==> src/rtl/core/jdcw_pkg.sv <==
// Shared types and constants for the Julian day calendar walker.
// Holds the microcode word layout, the control store and the month-length
// table. Depends on nothing.
package jdcw_pkg;

	// Calendar constants
	localparam logic [30:0]        JdReform       = 31'd2299161;
	localparam logic [31:0]        ReformSkip     = 32'd10;
	localparam logic signed [23:0] StartYear      = -24'sd4713;
	localparam logic signed [23:0] LastJulianYear = 24'sd1582;
	localparam logic [31:0]        GregCycleDays  = 32'd146097;
	localparam logic signed [23:0] GregCycleYears = 24'sd400;
	localparam logic [8:0]         Mod400Last     = 9'd399;
	localparam logic [8:0]         Century1       = 9'd100;
	localparam logic [8:0]         Century2       = 9'd200;
	localparam logic [8:0]         Century3       = 9'd300;
	localparam logic [8:0]         CommonYearDays = 9'd365;

	// Month codes
	localparam logic [3:0] MonthJan = 4'd1;
	localparam logic [3:0] MonthFeb = 4'd2;
	localparam logic [3:0] MonthApr = 4'd4;
	localparam logic [3:0] MonthJun = 4'd6;
	localparam logic [3:0] MonthSep = 4'd9;
	localparam logic [3:0] MonthNov = 4'd11;
	localparam logic [3:0] MonthDec = 4'd12;

	// Microcode step addresses
	typedef enum logic [3:0] {
		STEP_IDLE,
		STEP_CHECK,
		STEP_LOAD,
		STEP_LOOP,
		STEP_TRY_CYCLE,
		STEP_TRY_YEAR,
		STEP_TRY_MONTH,
		STEP_FINISH,
		STEP_EMIT
	} step_t;

	// Branch conditions
	typedef enum logic [2:0] {
		COND_ALWAYS,
		COND_IN_VALID,
		COND_BEHIND,
		COND_REM_ZERO,
		COND_CYCLE_OK,
		COND_YEAR_OK,
		COND_MONTH_OK,
		COND_OUT_FREE
	} cond_t;

	// Datapath operations, executed when the condition holds
	typedef enum logic [3:0] {
		OP_NOP,
		OP_ACCEPT,
		OP_FLAG_ERR,
		OP_LOAD,
		OP_CYCLE,
		OP_YEAR,
		OP_MONTH,
		OP_DAY,
		OP_EMIT
	} op_t;

	typedef struct packed {
		cond_t cond;
		op_t   op;
		step_t jump_t;
		step_t jump_f;
	} ucode_t;

	// Control store: one word per step
	function automatic ucode_t ucode_rom(input step_t s);
		ucode_t w;
		unique case (s)
			STEP_IDLE:      w = '{COND_IN_VALID, OP_ACCEPT,   STEP_CHECK,     STEP_IDLE};
			STEP_CHECK:     w = '{COND_BEHIND,   OP_FLAG_ERR, STEP_EMIT,      STEP_LOAD};
			STEP_LOAD:      w = '{COND_ALWAYS,   OP_LOAD,     STEP_LOOP,      STEP_LOOP};
			STEP_LOOP:      w = '{COND_REM_ZERO, OP_NOP,      STEP_EMIT,      STEP_TRY_CYCLE};
			STEP_TRY_CYCLE: w = '{COND_CYCLE_OK, OP_CYCLE,    STEP_LOOP,      STEP_TRY_YEAR};
			STEP_TRY_YEAR:  w = '{COND_YEAR_OK,  OP_YEAR,     STEP_LOOP,      STEP_TRY_MONTH};
			STEP_TRY_MONTH: w = '{COND_MONTH_OK, OP_MONTH,    STEP_LOOP,      STEP_FINISH};
			STEP_FINISH:    w = '{COND_ALWAYS,   OP_DAY,      STEP_EMIT,      STEP_EMIT};
			STEP_EMIT:      w = '{COND_OUT_FREE, OP_EMIT,     STEP_IDLE,      STEP_EMIT};
			default:        w = '{COND_ALWAYS,   OP_NOP,      STEP_IDLE,      STEP_IDLE};
		endcase
		return w;
	endfunction

	// Days in a month; unknown month codes read as January
	function automatic logic [4:0] month_len(input logic [3:0] m, input logic leap);
		logic [4:0] d;
		unique case (m) inside
			MonthFeb:                               d = 5'd28 + {4'b0, leap};
			MonthApr, MonthJun, MonthSep, MonthNov: d = 5'd30;
			default:                                d = 5'd31;
		endcase
		return d;
	endfunction

endpackage

==> src/rtl/core/jdcw_if.sv <==
// Handshake channels of the Julian day calendar walker: the target day
// channel and the calendar date channel. Depends on nothing.
interface jdcw_target_if;
	logic        valid;
	logic        ready;
	logic [30:0] target_day;

	modport source(output valid, output target_day, input ready);
	modport sink(input valid, input target_day, output ready);
endinterface

interface jdcw_date_if;
	logic        valid;
	logic        ready;
	logic [22:0] year_number;
	logic        is_bc;
	logic [3:0]  month_number;
	logic [4:0]  day_of_month;
	logic        order_error;

	modport source(output valid, output year_number, output is_bc, output month_number,
		output day_of_month, output order_error, input ready);
	modport sink(input valid, input year_number, input is_bc, input month_number,
		input day_of_month, input order_error, output ready);
endinterface

==> src/rtl/core/julian_day_calendar_walker.sv <==
// Julian day calendar walker: microcoded sequencer and datapath.
// Depends on jdcw_pkg and the channel interfaces in jdcw_if.sv.
//
// Usage: the target channel carries one Julian day number per beat; the
// date channel returns one calendar date per beat (year magnitude, BC flag,
// month, day, order error). Targets must not decrease; a smaller target
// returns the current date unchanged with order_error set.
// The block keeps a running date, starting at 1 January 4713 BC, and walks
// it forward from a small control store: per microcode step it jumps a
// whole 400-year Gregorian cycle, a whole year, the rest of a month, or the
// final days. A target behind the current day goes straight to the emit
// step with order_error set; otherwise the remaining days are walked down
// to zero, and whole 400-year cycles are jumped only from 1 January after
// 1582. One item is in work at a time; the next target is taken once the
// date is placed in the output register, while that register may still
// wait for the receiver. A stalled receiver holds the date and the
// sequencer waits at its emit step.
// Reset clears the running date to 1 January 4713 BC, day counter zero.
module julian_day_calendar_walker (
	input logic          clk,
	input logic          arst_n,
	jdcw_target_if.sink  target,
	jdcw_date_if.source  date
);
	import jdcw_pkg::*;

	// Sequencer and architectural state
	step_t              step_q;
	logic [31:0]        day_count_q;
	logic signed [23:0] year_q;
	logic [8:0]         year_mod_q;
	logic [3:0]         month_q;
	logic [4:0]         day_q;
	logic               leap_q;

	// Work registers
	logic [31:0] tgt_q;
	logic [31:0] rem_q;
	logic        err_q;

	// Output register
	logic        out_v_q;
	logic [22:0] out_year_q;
	logic        out_bc_q;
	logic [3:0]  out_month_q;
	logic [4:0]  out_day_q;
	logic        out_err_q;

	ucode_t             uc;
	logic               hit;
	logic               jan1;
	logic [8:0]         year_len;
	logic [4:0]         dim;
	logic [5:0]         left_days;
	logic signed [23:0] ny;
	logic [8:0]         nmod;
	logic               nleap;
	logic               ncentury;
	logic [23:0]        mag;
	logic [31:0]        shifted;

	// Decode the current control word
	always_comb begin
		uc = ucode_rom(step_q);
	end

	// Calendar datapath terms
	always_comb begin
		jan1      = (month_q == MonthJan) && (day_q == 5'd1);
		year_len  = CommonYearDays + {8'b0, leap_q};
		dim       = month_len(month_q, leap_q);
		left_days = {1'b0, dim} - {1'b0, day_q} + 6'd1;
		shifted   = (target.target_day >= JdReform) ?
			({1'b0, target.target_day} + ReformSkip) : {1'b0, target.target_day};
		mag       = year_q[23] ? 24'(-year_q) : 24'(year_q);
	end

	// Next year: skip year zero, track year mod 400 for the Gregorian rule
	always_comb begin
		if (year_q == -24'sd1) begin
			ny   = 24'sd1;
			nmod = 9'd1;
		end else begin
			ny   = year_q + 24'sd1;
			nmod = (year_mod_q == Mod400Last) ? 9'd0 : year_mod_q + 9'd1;
		end
		ncentury = (nmod == Century1) || (nmod == Century2) || (nmod == Century3);
		if (ny <= LastJulianYear) begin
			nleap = ny[23] ? (ny[1:0] == 2'b11) : (ny[1:0] == 2'b00);
		end else begin
			nleap = (nmod == 9'd0) || (!ncentury && (nmod[1:0] == 2'b00));
		end
	end

	// Evaluate the branch condition
	always_comb begin
		case (uc.cond)
			COND_ALWAYS:   hit = 1'b1;
			COND_IN_VALID: hit = target.valid;
			COND_BEHIND:   hit = tgt_q < day_count_q;
			COND_REM_ZERO: hit = rem_q == 32'd0;
			COND_CYCLE_OK: hit = jan1 && (year_q > LastJulianYear) && (rem_q >= GregCycleDays);
			COND_YEAR_OK:  hit = jan1 && (rem_q >= {23'b0, year_len});
			COND_MONTH_OK: hit = rem_q >= {26'b0, left_days};
			COND_OUT_FREE: hit = !out_v_q || date.ready;
			default:       hit = 1'b0;
		endcase
	end

	// Advance the step counter
	always_ff @(posedge clk or negedge arst_n) begin
		if (!arst_n) begin
			step_q <= STEP_IDLE;
		end else begin
			step_q <= hit ? uc.jump_t : uc.jump_f;
		end
	end

	// Update the running date
	always_ff @(posedge clk or negedge arst_n) begin
		if (!arst_n) begin
			day_count_q <= 32'd0;
			year_q      <= StartYear;
			year_mod_q  <= 9'd0;
			month_q     <= MonthJan;
			day_q       <= 5'd1;
			leap_q      <= 1'b1;
		end else if (hit) begin
			case (uc.op)
				OP_LOAD: begin
					day_count_q <= tgt_q;
				end
				OP_CYCLE: begin
					year_q <= year_q + GregCycleYears;
				end
				OP_YEAR: begin
					year_q     <= ny;
					year_mod_q <= nmod;
					leap_q     <= nleap;
				end
				OP_MONTH: begin
					day_q <= 5'd1;
					if (month_q >= MonthDec) begin
						month_q    <= MonthJan;
						year_q     <= ny;
						year_mod_q <= nmod;
						leap_q     <= nleap;
					end else begin
						month_q <= month_q + 4'd1;
					end
				end
				OP_DAY: begin
					day_q <= day_q + rem_q[4:0];
				end
				default: begin
				end
			endcase
		end
	end

	// Hold the target, remaining days and error flag of the item in work
	always_ff @(posedge clk) begin
		if (hit) begin
			case (uc.op)
				OP_ACCEPT: begin
					tgt_q <= shifted;
					err_q <= 1'b0;
				end
				OP_FLAG_ERR: err_q <= 1'b1;
				OP_LOAD:     rem_q <= tgt_q - day_count_q;
				OP_CYCLE:    rem_q <= rem_q - GregCycleDays;
				OP_YEAR:     rem_q <= rem_q - {23'b0, year_len};
				OP_MONTH:    rem_q <= rem_q - {26'b0, left_days};
				OP_DAY:      rem_q <= 32'd0;
				default: begin
				end
			endcase
		end
	end

	// Output beat valid: set on emit, drop when taken
	always_ff @(posedge clk or negedge arst_n) begin
		if (!arst_n) begin
			out_v_q <= 1'b0;
		end else if (hit && (uc.op == OP_EMIT)) begin
			out_v_q <= 1'b1;
		end else if (date.ready) begin
			out_v_q <= 1'b0;
		end
	end

	// Capture the date into the output register
	always_ff @(posedge clk) begin
		if (hit && (uc.op == OP_EMIT)) begin
			out_year_q  <= mag[22:0];
			out_bc_q    <= year_q[23];
			out_month_q <= month_q;
			out_day_q   <= day_q;
			out_err_q   <= err_q;
		end
	end

	assign target.ready      = (uc.op == OP_ACCEPT);
	assign date.valid        = out_v_q;
	assign date.year_number  = out_year_q;
	assign date.is_bc        = out_bc_q;
	assign date.month_number = out_month_q;
	assign date.day_of_month = out_day_q;
	assign date.order_error  = out_err_q;

endmodule

==> src/flat_wrapper.sv <==
// flat-port wrapper written by rule: the top's interface ports become plain ports
module julian_day_calendar_walker_flat import jdcw_pkg::*;
  (clk, arst_n, target_valid, target_target_day, target_ready, date_valid, date_year_number, date_is_bc, date_month_number, date_day_of_month, date_order_error, date_ready);
  jdcw_target_if target_i ();
  jdcw_date_if date_i ();
  input logic clk;
  input logic arst_n;
  input wire logic [$bits(target_i.valid)-1:0] target_valid;
  input wire logic [$bits(target_i.target_day)-1:0] target_target_day;
  output wire logic [$bits(target_i.ready)-1:0] target_ready;
  output wire logic [$bits(date_i.valid)-1:0] date_valid;
  output wire logic [$bits(date_i.year_number)-1:0] date_year_number;
  output wire logic [$bits(date_i.is_bc)-1:0] date_is_bc;
  output wire logic [$bits(date_i.month_number)-1:0] date_month_number;
  output wire logic [$bits(date_i.day_of_month)-1:0] date_day_of_month;
  output wire logic [$bits(date_i.order_error)-1:0] date_order_error;
  input wire logic [$bits(date_i.ready)-1:0] date_ready;
  assign target_i.valid = target_valid;
  assign target_i.target_day = target_target_day;
  assign target_ready = target_i.ready;
  assign date_valid = date_i.valid;
  assign date_year_number = date_i.year_number;
  assign date_is_bc = date_i.is_bc;
  assign date_month_number = date_i.month_number;
  assign date_day_of_month = date_i.day_of_month;
  assign date_order_error = date_i.order_error;
  assign date_i.ready = date_ready;
  julian_day_calendar_walker u_core (.clk(clk), .arst_n(arst_n), .target(target_i), .date(date_i));
endmodule
==> config.mk <==
export PLATFORM = sky130hd
export DESIGN_NAME = julian_day_calendar_walker_flat
export DESIGN_NICKNAME = d
export VERILOG_FILES = /design/src/rtl/core/jdcw_pkg.sv /design/src/rtl/core/jdcw_if.sv /design/src/rtl/core/julian_day_calendar_walker.sv /design/src/flat_wrapper.sv
export SDC_FILE = /design/constraint.sdc
export NUM_CORES = 1
export LEC_CHECK = 0
export ABC_AREA = 1
export BUFFER_PORTS_ARGS = -buffer_cell sky130_fd_sc_hd__clkbuf_2
export CAP_MARGIN = 0
export CORE_ASPECT_RATIO = 0.5
export CORE_MARGIN = 2
export CORE_UTILIZATION = 45
export CTS_CLUSTER_SIZE = 30
export DETAILED_ROUTE_END_ITERATION = 12
export GPL_TIMING_DRIVEN = 0
export MAX_ROUTING_LAYER = met4
export PLACE_DENSITY = 0.58
export SLEW_MARGIN = 0
export SYNTH_ARGS = -nofsm -noshare
export SYNTH_HDL_FRONTEND = slang
export SYNTH_SLANG_ARGS = --single-unit
==> constraint.sdc <==
create_clock -name clk -period 13.15 [get_ports clk]
set_clock_uncertainty 0.1 [all_clocks]
set_input_delay 3.2875 -clock clk [delete_from_list [all_inputs] [get_ports clk]]
set_output_delay 3.2875 -clock clk [all_outputs]
set_load 0.01 [all_outputs]
* Word level (Yosys, flattened, before mapping) *
Memories as Yosys holds them, arrays and structs flattened.
Index checks and enable logic that the tools add are counted.

cells by class
  reductions and logical operators = 32
  magnitude comparators = 8
  add/sub/neg operators = 15
  equality and inequality tests = 29
  muxes and demuxes = 22

operators by type and width
  kind                                                                 count
  case mux 32 bit (5 select lines)                                     1
  case mux 24 bit (3 select lines)                                     1
  two-way mux 24 bit                                                   2
  adder 31 x 4 -> 32 bit, second input constant                        1
  greater-or-equal comparator 32 x 18 -> 1 bit, second input constant  1
  greater-or-equal comparator 32 x 6 -> 1 bit                          1
  greater-or-equal comparator 32 x 9 -> 1 bit                          1
  zero test 32 bit                                                     1
  less-than comparator 32 bit                                          1
  subtractor 32 x 18 -> 32 bit, second input constant                  1
  subtractor 32 bit                                                    1
  subtractor 32 x 6 -> 32 bit                                          1
  subtractor 32 x 9 -> 32 bit                                          1
  greater-or-equal comparator 31 x 22 -> 1 bit, second input constant  1
  two-way mux 31 bit                                                   1
  two-way mux 9 bit                                                    3
  adder 24 x 10 -> 24 bit, second input constant                       1
  adder 24 x 2 -> 24 bit, second input constant                        1
  equality test 24 x 1 -> 1 bit, second input constant                 1
  equality test 4 x 3 -> 1 bit, second input constant                  6
  > comparator 24 x 12 -> 1 bit, second input constant                 1
  <= comparator 24 x 12 -> 1 bit, second input constant                1
  two-way mux 23 bit                                                   1
  negator 23 bit                                                       1
  38 further kinds                                                     74

word-level totals
  memories = 1
  flip-flop bits (word level) = 179
  logic and storage cells = 124
  bits in read-only memories = 224
  output and inout bits = 36

memories
  memory            depth  width  rd ports  clocked after Yosys merged registers in  write ports  RTL line        RTL
  (name not given)  16     14     1         0                                        0            jdcw_pkg.sv:76  unique case (s)

* Longest topological paths before layout *
  depth after elaboration = 12
  depth in mapped cells = 28
  depth with buffers taken out = 26

* Worst setup path before layout *
No wires, ideal clock.

  path kind = input port to flip-flop
  start = in target_valid
  end = reg u_core.rem_q[0] (enable)
  path buffers = 1
  stages = 10
  data arrival time = 6,236 ps
  library setup time = 466 ps
  path slack = 6,348 ps
  path through = o21a_1 -> nor2_1 -> nand2_1 -> nand2_1 -> nand2_1 -> inv_2 -> nand2_4 -> buf_4 -> inv_1 -> o21ai_0

on the way
  longest elaborated chain between the ends = 2

RTL lines
  element                               RTL line                           RTL
  start: declaration                    flat_wrapper.sv:8                  input wire logic [$bits(target_i.valid)-1:0] target_valid;
  case mux 1 bit (8 select lines)       julian_day_calendar_walker.sv:97   case (uc.cond)
  AND reduction 2 bit (no source line)  --
  end signal: assignment                julian_day_calendar_walker.sv:170  OP_LOAD: rem_q <= tgt_q - day_count_q;
  end signal: assignment                julian_day_calendar_walker.sv:171  OP_CYCLE: rem_q <= rem_q - GregCycleDays;
  end signal: assignment                julian_day_calendar_walker.sv:172  OP_YEAR: rem_q <= rem_q - {23'b0, year_len};
  end: declaration                      julian_day_calendar_walker.sv:38   logic [31:0] rem_q;

No other way between the ends.
A chain may end at the register's enable or synchronous reset.

* Worst setup path after layout *
  start = reg u_core.step_q[2]
  end = out target_ready

on the way
  longest elaborated chain between the ends = 2

RTL lines
  element                       RTL line                           RTL
  start: declaration            julian_day_calendar_walker.sv:28   step_t step_q;
  start signal: assignment      julian_day_calendar_walker.sv:115  step_q <= hit ? uc.jump_t : uc.jump_f;
  memory read (16 x 14 bit)     --
  equality test 4 x 1 -> 1 bit  julian_day_calendar_walker.sv:203  assign target.ready = (uc.op == OP_ACCEPT);
  end: declaration              flat_wrapper.sv:10                 output wire logic [$bits(target_i.ready)-1:0] target_ready;

No other way between the ends.

==> impl_metrics.tcl <==
set metrics [dict create \
    status "finished clean" \
    power.leakage_nw 7.66 \
    clock_sinks 179 \
    wl_um 47500 \
    wl_per_cell_um 17.1 \
    dpl-instance-area_um2 16500 \
    ys_seq_area_frac 0.323 \
    max_freq_mhz 169 \
    drtIter0Drc 1207 \
    end_kind "output pin" \
    dieHeight_um 135 \
    antenna_found_initial 0 \
    ys_ff_latch 179 \
    syn_area_um2 15500 \
    postCtsSetupBuffers 0 \
    slew_viol_final 0 \
    fin_setup_tns_ns 0 \
    io_pins 71 \
    chipWidth_um 266 \
    synth_cells 2240 \
    setup_ws_ns 7.22 \
    final_cells 2786 \
    critPathLaunch "u_core.step_q[2]" \
    cts-buffers-inserted 17 \
    cp.required_ns 9.76 \
    syn_nets 2353 \
    fin_crit_sh 0.451 \
    h-tree-depth 4 \
    gp_congestion 0.982 \
    maxCapViolations 0 \
    timing.hold.ws_ns 0.343 \
    cts_buffer_depth 2 \
    clock_latency_ns 0.47 \
    ctsHoldBuffers 0 \
    num_vias 15100 \
    dpl.hpwl_um 37600 \
    async_flop_share 0.447 \
    dr.pass1.iters 5 \
    min_from "u_core.err_q" \
    core_area_um2 33500 \
    p_per_area_nw_per_um2 278 \
    cts.clk_slew.worst_paths_ns 0.08 \
    final_cell_area_um2 17100 \
    grt_overflow 0 \
    hold_viol_final 0 \
    cts_tree "yes" \
    die-area_um2 36000 \
    synth.avg_cell_area_um2 6.91 \
    cts-root-buf "clkbuf_16" \
    nets 2445 \
    min_period_ns 5.93 \
    netlist.area_leader.share 0.192 \
    crit_fanout 10 \
    crit_type "register to output pin" \
    synth_most_common_cell "nand2_1" \
    r2r-start "u_core.month_q[0]" \
    drc 0 \
    synth_ff_type "edfxtp_1" \
    area_delta_synth_final_pct 10.5 \
    port_buffers 68 \
    relSlewSlack 0.354 \
    r2r_slack_ns 7.27 \
    multiInputGateArea_um2 9040 \
    cts-resized-gates 0 \
    worstSetupStartpointType "register" \
    grt_max_degree 56 \
    yosysTopAreaCell "edfxtp_1" \
    ant_nets 0 \
    dpl.cell_count 2754 \
    fill_cells 3460 \
    grt_pass1_wl_um 75500 \
    max-vdd-ir-drop_mv 0.142 \
    synth.area.top_cells "edfxtp_1, nand2_1, dfrtp_1, inv_1, nor2_1" \
    place_ws_ns 7.28 \
    rows 47 \
    post-route-util 0.511 \
    antennaDiodeCount 0 \
    drive_above_1_share 0.119 \
    via_per_inst 5.41 \
    seq_area_um2 5000 \
    synth_edf_count 99 \
    critPathArrivalTime_ns 2.54 \
    yosysUniqueCellTypes 55 \
    setup_viol 0 \
    worst_slew_pin_slew_ns 0.963 \
    grt_pass1_vias 14000 \
    hp-class "register to register" \
    yosys-top-cells-count "nand2_1, inv_1, nor2_1, nand3_1, o21ai_0" \
    p_total_mw 4.75 \
    grtUsageTotal 0.278 \
    initial_core_util 0.462 \
    synth-warning-count 0 \
    rsz0062_at_grt "false" \
]
[worst max-delay path, stage by stage (launching register included)]
cell and delay [ns]:
dfrtp_1 0.51, inv_2 0.10, buf_6 0.15, ha_1 0.30, nor2_1 0.22, inv_1 0.11, nor2_1 0.20, inv_1 0.09
nor2_1 0.23, clkbuf_2 0.18
[final cells by class]
cell class | instances | share of cell area
Timing Repair Buffer | 73 | 0.0260
Clock buffer | 20 | 0.0273
Tap cell | 441 | 0.0323
Inverter | 294 | 0.0646
Buffer | 61 | 0.0206
Multi-Input combinational cell | 1706 | 0.529
Sequential cell | 179 | 0.293
Clock inverter | 12 | 0.00783
[cell families (layout without fill, tap and decap cells)]
family / after synthesis / in the layout / synth area share
flops: 179 / 179 / 0.323
xor+xnor: 88 / 88 / 0.0498
buf+inv: 355 / 460 / 0.0941
fa+ha+maj: 78 / 78 / 0.0655
simple gates: 1150 / 1150 / 0.323
compound gates: 390 / 390 / 0.144
[layout by cell type, fill, tap and decap left out, drive strengths merged, types with 16 or more instances in the layout]
cell,Yosys,routed
nand2,510,510
inv,292,301
nor2,292,292
o21ai,191,191
nand3,180,180
a21oi,139,139
clkbuf,19,107
edfxtp,99,99
xor2,78,78
nor3,74,74
ha,73,73
dfrtp,58,58
nand4,49,49
buf,42,47
dfstp,22,22
or2,16,16
[power breakdown]
part / internal [mW] / leakage (nW) / switching [mW]
Combinational: 0.994 / 5.55 / 2.05
Clock: 0.284 / 0.299 / 0.257
Sequential: 0.979 / 1.82 / 0.191
Total: 2.26 / 7.66 / 2.50
[flip-flops by register name (all words and copies together), names as in the netlist]
register and flops:
u_core.tgt_q 32, u_core.date.year_number 23, u_core.month_q 4, u_core.date.is_bc 1, u_core.day_q 5, u_core.rem_q 32, u_core.leap_q 1, u_core.date.order_error 1
u_core.date.day_of_month 5, u_core.date.month_number 4, u_core.day_count_q 32, u_core.step_q 4, u_core.date.valid 1, u_core.year_q 24, u_core.err_q 1, u_core.year_mod_q 9
[per-layer routing]
layer / vias to the layer above / global-route usage / routed length (µm)
met1: 6857 / 0.365 / 22100
li1: 7647 / - / -
met5: - / - / 0
met2: 504 / 0.448 / 21700
met4: 0 / 0.0924 / 1260
met3: 76 / 0.0336 / 2550
[final timing paths]
| path | endpoint | cells past startpoint |
|---|---|---|
| max | target_ready | 9 |
| min | u_core.date.order_error | 0 |
| max reg2reg | u_core.tgt_q[10] | 26 |
| min reg2reg | u_core.date.order_error | 0 |
| max in group asynchronous | u_core.year_q[15] | 2 |
| min in group asynchronous | u_core.day_count_q[9] | 1 |
No activity file was read; power rests on OpenSTA's default activity.
